File: src/design/matrix_line_segment_sum_finder_defines.svh
// ----------------------------------------------------------------------------
// Assertion macros for the line segment sum finder
// Shared helpers for concurrent checks; each use expands to one labeled
// assertion clocked on the rising edge and disabled during reset.
// ----------------------------------------------------------------------------
`ifndef MATRIX_LINE_SEGMENT_SUM_FINDER_DEFINES_SVH
`define MATRIX_LINE_SEGMENT_SUM_FINDER_DEFINES_SVH

// same-cycle implication
`define MLSS_ASSERT_IMP(label, clk, rst_n, ante, cons, msg) \
	label: assert property (@(posedge clk) disable iff (!rst_n) (ante) |-> (cons)) \
		else $error(msg);

// next-cycle implication
`define MLSS_ASSERT_NXT(label, clk, rst_n, ante, cons, msg) \
	label: assert property (@(posedge clk) disable iff (!rst_n) (ante) |=> (cons)) \
		else $error(msg);

`endif

File: src/design/mlss_pkg.sv
// ----------------------------------------------------------------------------
// mlss_pkg
// Shared types and constants of the line segment sum finder.
// ----------------------------------------------------------------------------
`timescale 1ns / 1ps
`default_nettype none

package mlss_pkg;

	localparam int MLSS_DIM   = 16;
	localparam int VALUE_W    = 32;
	localparam int BOUND_W    = 4;
	localparam int TOTAL_W    = 13;
	localparam int CFG_SIZE_W = 5;
	localparam int CFG_IDX_W  = 2;

	localparam logic [TOTAL_W-1:0] TOTAL_MAX = {TOTAL_W{1'b1}};

	localparam logic [CFG_IDX_W-1:0] REG_TARGET_SUM = 2'd0;
	localparam logic [CFG_IDX_W-1:0] REG_NUM_ROWS   = 2'd1;
	localparam logic [CFG_IDX_W-1:0] REG_NUM_COLS   = 2'd2;

	localparam logic [CFG_SIZE_W-1:0] CFG_SIZE_RESET = 5'd16;

	typedef struct packed {
		logic signed [VALUE_W-1:0] target_sum;
		logic [CFG_SIZE_W-1:0]     num_rows;
		logic [CFG_SIZE_W-1:0]     num_cols;
	} cfg_t;

endpackage

`default_nettype wire

File: src/design/mlss_front.sv
// ----------------------------------------------------------------------------
// mlss_front
// Accepts input items, assigns each its row and column and the total-clear
// flag, and holds them in a two-entry queue for the back end.
// ----------------------------------------------------------------------------
`timescale 1ns / 1ps
`default_nettype none

module mlss_front import mlss_pkg::*; #(
	parameter int DIM = MLSS_DIM,
	localparam int PosW = (DIM > 1) ? $clog2(DIM) : 1
) (
	input  wire logic                      clk,
	input  wire logic                      arst_n,
	input  wire cfg_t                      cfg,
	input  wire logic                      in_valid,
	output logic                           in_ready,
	input  wire logic signed [VALUE_W-1:0] value,
	input  wire logic                      first,
	output logic                           q_valid,
	input  wire logic                      q_ready,
	output logic signed [VALUE_W-1:0]      q_value,
	output logic [PosW-1:0]                q_row,
	output logic [PosW-1:0]                q_col,
	output logic                           q_clr
);

	localparam int SZW = (($clog2(DIM + 1) > CFG_SIZE_W) ? $clog2(DIM + 1) : CFG_SIZE_W) + 1;
	localparam int QD  = 2;

	logic [PosW-1:0] row_q, col_q;
	logic            end_q;

	logic signed [VALUE_W-1:0] val_mem_q [QD];
	logic [PosW-1:0]           row_mem_q [QD];
	logic [PosW-1:0]           col_mem_q [QD];
	logic                      clr_mem_q [QD];
	logic                      wp_q, rp_q;
	logic [1:0]                cnt_q;

	logic            push, pop;
	logic [PosW-1:0] r_cur, c_cur;
	logic            clr_cur;
	logic [SZW-1:0]  nr_e, nc_e;
	logic            col_wrap, row_wrap;

	function automatic logic [SZW-1:0] eff_size(input logic [CFG_SIZE_W-1:0] n);
		logic [SZW-1:0] res;
		if (n == '0) begin
			res = SZW'(1);
		end else if (SZW'(n) > SZW'(DIM)) begin
			res = SZW'(DIM);
		end else begin
			res = SZW'(n);
		end
		return res;
	endfunction

	assign in_ready = (cnt_q != 2'(QD));
	assign q_valid  = (cnt_q != 2'd0);
	assign push     = in_valid && in_ready;
	assign pop      = q_valid && q_ready;

	assign q_value = val_mem_q[rp_q];
	assign q_row   = row_mem_q[rp_q];
	assign q_col   = col_mem_q[rp_q];
	assign q_clr   = clr_mem_q[rp_q];

	always_comb begin
		r_cur    = first ? '0 : row_q;
		c_cur    = first ? '0 : col_q;
		clr_cur  = first || end_q;
		nr_e     = eff_size(cfg.num_rows);
		nc_e     = eff_size(cfg.num_cols);
		col_wrap = (SZW'(c_cur) + SZW'(1)) >= nc_e;
		row_wrap = (SZW'(r_cur) + SZW'(1)) >= nr_e;
	end

	always_ff @(posedge clk or negedge arst_n) begin
		if (!arst_n) begin
			row_q <= '0;
			col_q <= '0;
			end_q <= 1'b0;
			wp_q  <= 1'b0;
			rp_q  <= 1'b0;
			cnt_q <= 2'd0;
		end else begin
			if (push) begin
				wp_q <= ~wp_q;
				if (col_wrap) begin
					col_q <= '0;
					if (row_wrap) begin
						// end of matrix: next item starts a new one
						row_q <= '0;
						end_q <= 1'b1;
					end else begin
						row_q <= r_cur + PosW'(1);
						end_q <= 1'b0;
					end
				end else begin
					col_q <= c_cur + PosW'(1);
					row_q <= r_cur;
					end_q <= 1'b0;
				end
			end
			if (pop) begin
				rp_q <= ~rp_q;
			end
			if (push && !pop) begin
				cnt_q <= cnt_q + 2'd1;
			end else if (pop && !push) begin
				cnt_q <= cnt_q - 2'd1;
			end
		end
	end

	always_ff @(posedge clk) begin
		if (push) begin
			val_mem_q[wp_q] <= value;
			row_mem_q[wp_q] <= r_cur;
			col_mem_q[wp_q] <= c_cur;
			clr_mem_q[wp_q] <= clr_cur;
		end
	end

endmodule

`default_nettype wire

File: config.mk
export PLATFORM = sky130hd
export DESIGN_NAME = mlss_front
export DESIGN_NICKNAME = d
export VERILOG_FILES = /design/src/design/matrix_line_segment_sum_finder_defines.svh /design/src/design/mlss_pkg.sv /design/src/design/mlss_front.sv
export SDC_FILE = /design/constraint.sdc
export NUM_CORES = 1
export LEC_CHECK = 0
export BUFFER_PORTS_ARGS = -buffer_cell sky130_fd_sc_hd__buf_2
export CAP_MARGIN = 20
export CORE_AREA = 2 2 118 74
export CTS_CLUSTER_DIAMETER = 50
export DETAILED_ROUTE_END_ITERATION = 12
export DIE_AREA = 0 0 120 76
export PLACE_DENSITY = 0.81
export RECOVER_POWER = 25
export SYNTH_ARGS = -nofsm -noshare
export SYNTH_HDL_FRONTEND = slang
export SYNTH_SLANG_ARGS = --single-unit
File: constraint.sdc
create_clock -name clk -period 4.05 [get_ports clk]
set_clock_uncertainty 0.05 [all_clocks]
set_input_delay 0 -clock clk [delete_from_list [all_inputs] [get_ports clk]]
set_output_delay 0 -clock clk [all_outputs]
set_load 0.05 [all_outputs]
==> results.tsv <==
metric	value	unit
ANT nets after route	0	
Synth Area in XOR/XNOR	0.0198	
dpl ws	1.59	ns
placed cell count	439	
power density cells	750	mW/mm^2
crit path cell chain	nor2b_1, ha_1, xor2_1, ha_1, o211ai_1, nor2_1, o22ai_1, nor3_2, a22o_1	
first-pass GRT wire length	12.1	mm
Iter 0 DRT Violations	138	
Synth cell types	39	
antenna violations before repair	0	
Avg WL per Cell	15.1	um
CTS Buf Count	9	
top cells by area, synth	edfxtp_1 (62%), mux2_2 (12%), dfrtp_1 (8.2%)	
FMAX	0.405	GHz
crit path buf inv count	0	
core area	0.00817	mm^2
clk_lat worst skew	0.34	ns
CTS sink count	95	
layout cells sized above 1	0.395	
Slowest cell on crit path	o22ai_1	
Resize count post-CTS	0	
crit path DAT	2.64	ns
drt pass-1 iters	4	
setup_tns	0	ns
Layout area overhead	30.1	%
multiplexer area fraction after synthesis	0.116	
CP top delay family	compound AO/OA/AOI/OAI gates	
port bufs	89	
register bit total from synthesis	95	
CTS Hold Bufs	34	
slowest stage delay, CP	0.37	ns
vias in the first global route	2553	
CP startpoint kind	flip-flop	
ANT cells	0	
worst vdd ir	0.000471	V
worst-margin pin slew	0.980	ns
Clock Path Buffers	2	
Fillers	623	
largest family of logic cells by synthesized area	multiplexers	
Mapped Nets	335	
fin nets	464	
LEAKAGE	2.05	nW
yosys synthesis warning count	0	
placed inst area	0.00455	mm^2
endpoints failing setup	0	
final worst-path cycle share	0.609	
Post-Syn Area	0.00398	mm^2
fraction of the mapped netlist area in adder cells	0.0409	
type of the worst setup path	flip-flop to flip-flop	
hold violation count in the final report	0	
H-tree levels	3	
status	complete, no violations	
RSZ-0062 raised after global routing	no	
CTS tree	yes	
DPL Wire Length	4.78	mm
Syn Inst Count	243	
num ports	122	
most numerous cell on the critical path	ha_1	
setup ws final	1.58	ns
total die area	0.00912	mm^2
PnR Total Power	3.88	mW
Worst Path Required	4.23	ns
register area	0.00279	mm^2
final number of max-transition violations	0	
die boundary height	76	um
fin cells	489	
routability cong.	0.774	
largest net degree at the start of global routing	43	
crit path time final	2.47	ns
register area share after synthesis	0.701	
buffer count from post-CTS setup fixing	0	
chip width	120	um
via count	2399	
Compound-Gate Fraction of Synth Area	0.0381	
Simple-Gate Fraction of Synth Area	0.0676	
Via density	4.91	
max cap viols	0	
Slew Limit Headroom	0.347	
Worst-path clk slew	0.07	ns
area of the multi-input gates	0.00114	mm^2
Crit Path Max Fanout	5	
DRC viols	0	
std cell rows	26	
post-synth top area cell	edfxtp_1	
total grt overflow	0	
HP Class	primary input to flip-flop	
Crit. End Element	flip-flop	
routed wire length	7.37	mm
post-route cell area	0.00518	mm^2
syn avg cell area	16.4	um^2
initial core utilization	0.487	
post-synth top area share	0.619	
Global Route Usage Sum	0.173	
Clock Tree Root	clkbuf_16	
-- state kept, by name, summed over array words and instances (netlist names) --
register	cells
col_mem_q	8
row_q	4
end_q	1
val_mem_q	64
col_q	4
clr_mem_q	2
row_mem_q	8
cnt_q	2
rp_q	1
wp_q	1
-- through the flow --
step	util	hold slack, ns
2_1_floorplan	-	-0.346
3_3_place_gp	0.557	-0.146
3_5_place_dp	0.557	-0.137
4_1_cts	0.636	0.0313
5_1_grt	0.634	0.0960
6_report	0.634	0.0927
-- Yosys cell counts --
cell type  instances
o22a_2             1
o2111ai_2          1
buf_6              1
nor3_2             1
ha_1              13
xor2_1             5
o211ai_2           1
a22o_1             3
a211oi_1           1
o21ai_2            1
nor3_1             2
nand2b_1           1
a21oi_2            1
clkbuf_8           1
mux2_2            41
a211o_2            1
edfxtp_1          82
nor2b_1            7
a211o_1            1
o31ai_1            1
and3_1             2
nor3b_1            1
o22ai_1            1
o211ai_1           1
xnor2_1            4
inv_2              1
or2_2              2
nor2_1            12
or3b_1             1
dfrtp_1           13
clkbuf_1           1
inv_1              4
nand3_1            5
nand2_1           19
or2b_2             1
o21ai_0            3
nand3b_1           1
o21a_1             1
buf_2              4
-- power by group --
part           internal [mW]  switching, mW  total, mW
Sequential              1.34          0.155       1.49
Clock                  0.484          0.357      0.841
Combinational          0.470           1.08       1.55
-- layout by cell type (no fill, tap or decap), types with 4 or more instances in the layout --
| cell | instances |
|---|---|
| edfxtp_1 | 82 |
| buf_2 | 76 |
| mux2_2 | 41 |
| dlygate4sd3_1 | 34 |
| nand2_1 | 19 |
| ha_1 | 13 |
| clkbuf_1 | 13 |
| dfrtp_1 | 12 |
| nor2_1 | 10 |
| clkbuf_16 | 9 |
| nor2b_1 | 7 |
| nand3_1 | 5 |
| xor2_1 | 5 |
| inv_1 | 4 |
| xnor2_1 | 4 |
-- worst reg2reg max path: cells and delay by family, from the launching register on --
family | cells | cell delay, ns
AOI/OAI and AO/OA | 3 | 0.71
adders and majority gates | 2 | 0.50
xor gates and xnor gates | 1 | 0.22
and+or+nand+nor | 3 | 0.52
DFF | 1 | 0.36
-- per-layer routing --
metal  wire (um)  global-route usage
met4          72              0.0482
met5           0                   0
met2        3450               0.281
met1        3360               0.224
met3         488              0.0554
-- final timing paths --
path / from / end / slack, ns / cells after the start
worst max-delay path: col_q[0] / row_q[1] / 1.58 / 9
worst min-delay path: first / row_mem_q[0][3] / 0.09 / 2
worst max register to register: col_q[0] / row_q[1] / 1.58 / 9
worst min register to register: end_q / end_q / 0.41 / 2
max in group asynchronous: arst_n / rp_q / 3.26 / 2
min in group asynchronous: arst_n / col_q[2] / 0.18 / 2
-- cell type report --
class                   instances  area share
well taps                     112      0.0271
inverters                       5     0.00363
flip-flops and latches         95       0.539
clock buffers                   9      0.0435
repair buffers                125       0.152
multi-input cells             136       0.220
clock inverters                 7      0.0155
-- cells by family after synthesis --
logic type | count (synthesis)
mux | 41
simple gates | 55
xor+xnor | 9
buf+inv | 12
fa+ha+maj | 13
compound gates | 18
flops | 95
Note: power is estimated with default switching activity, not from simulation.
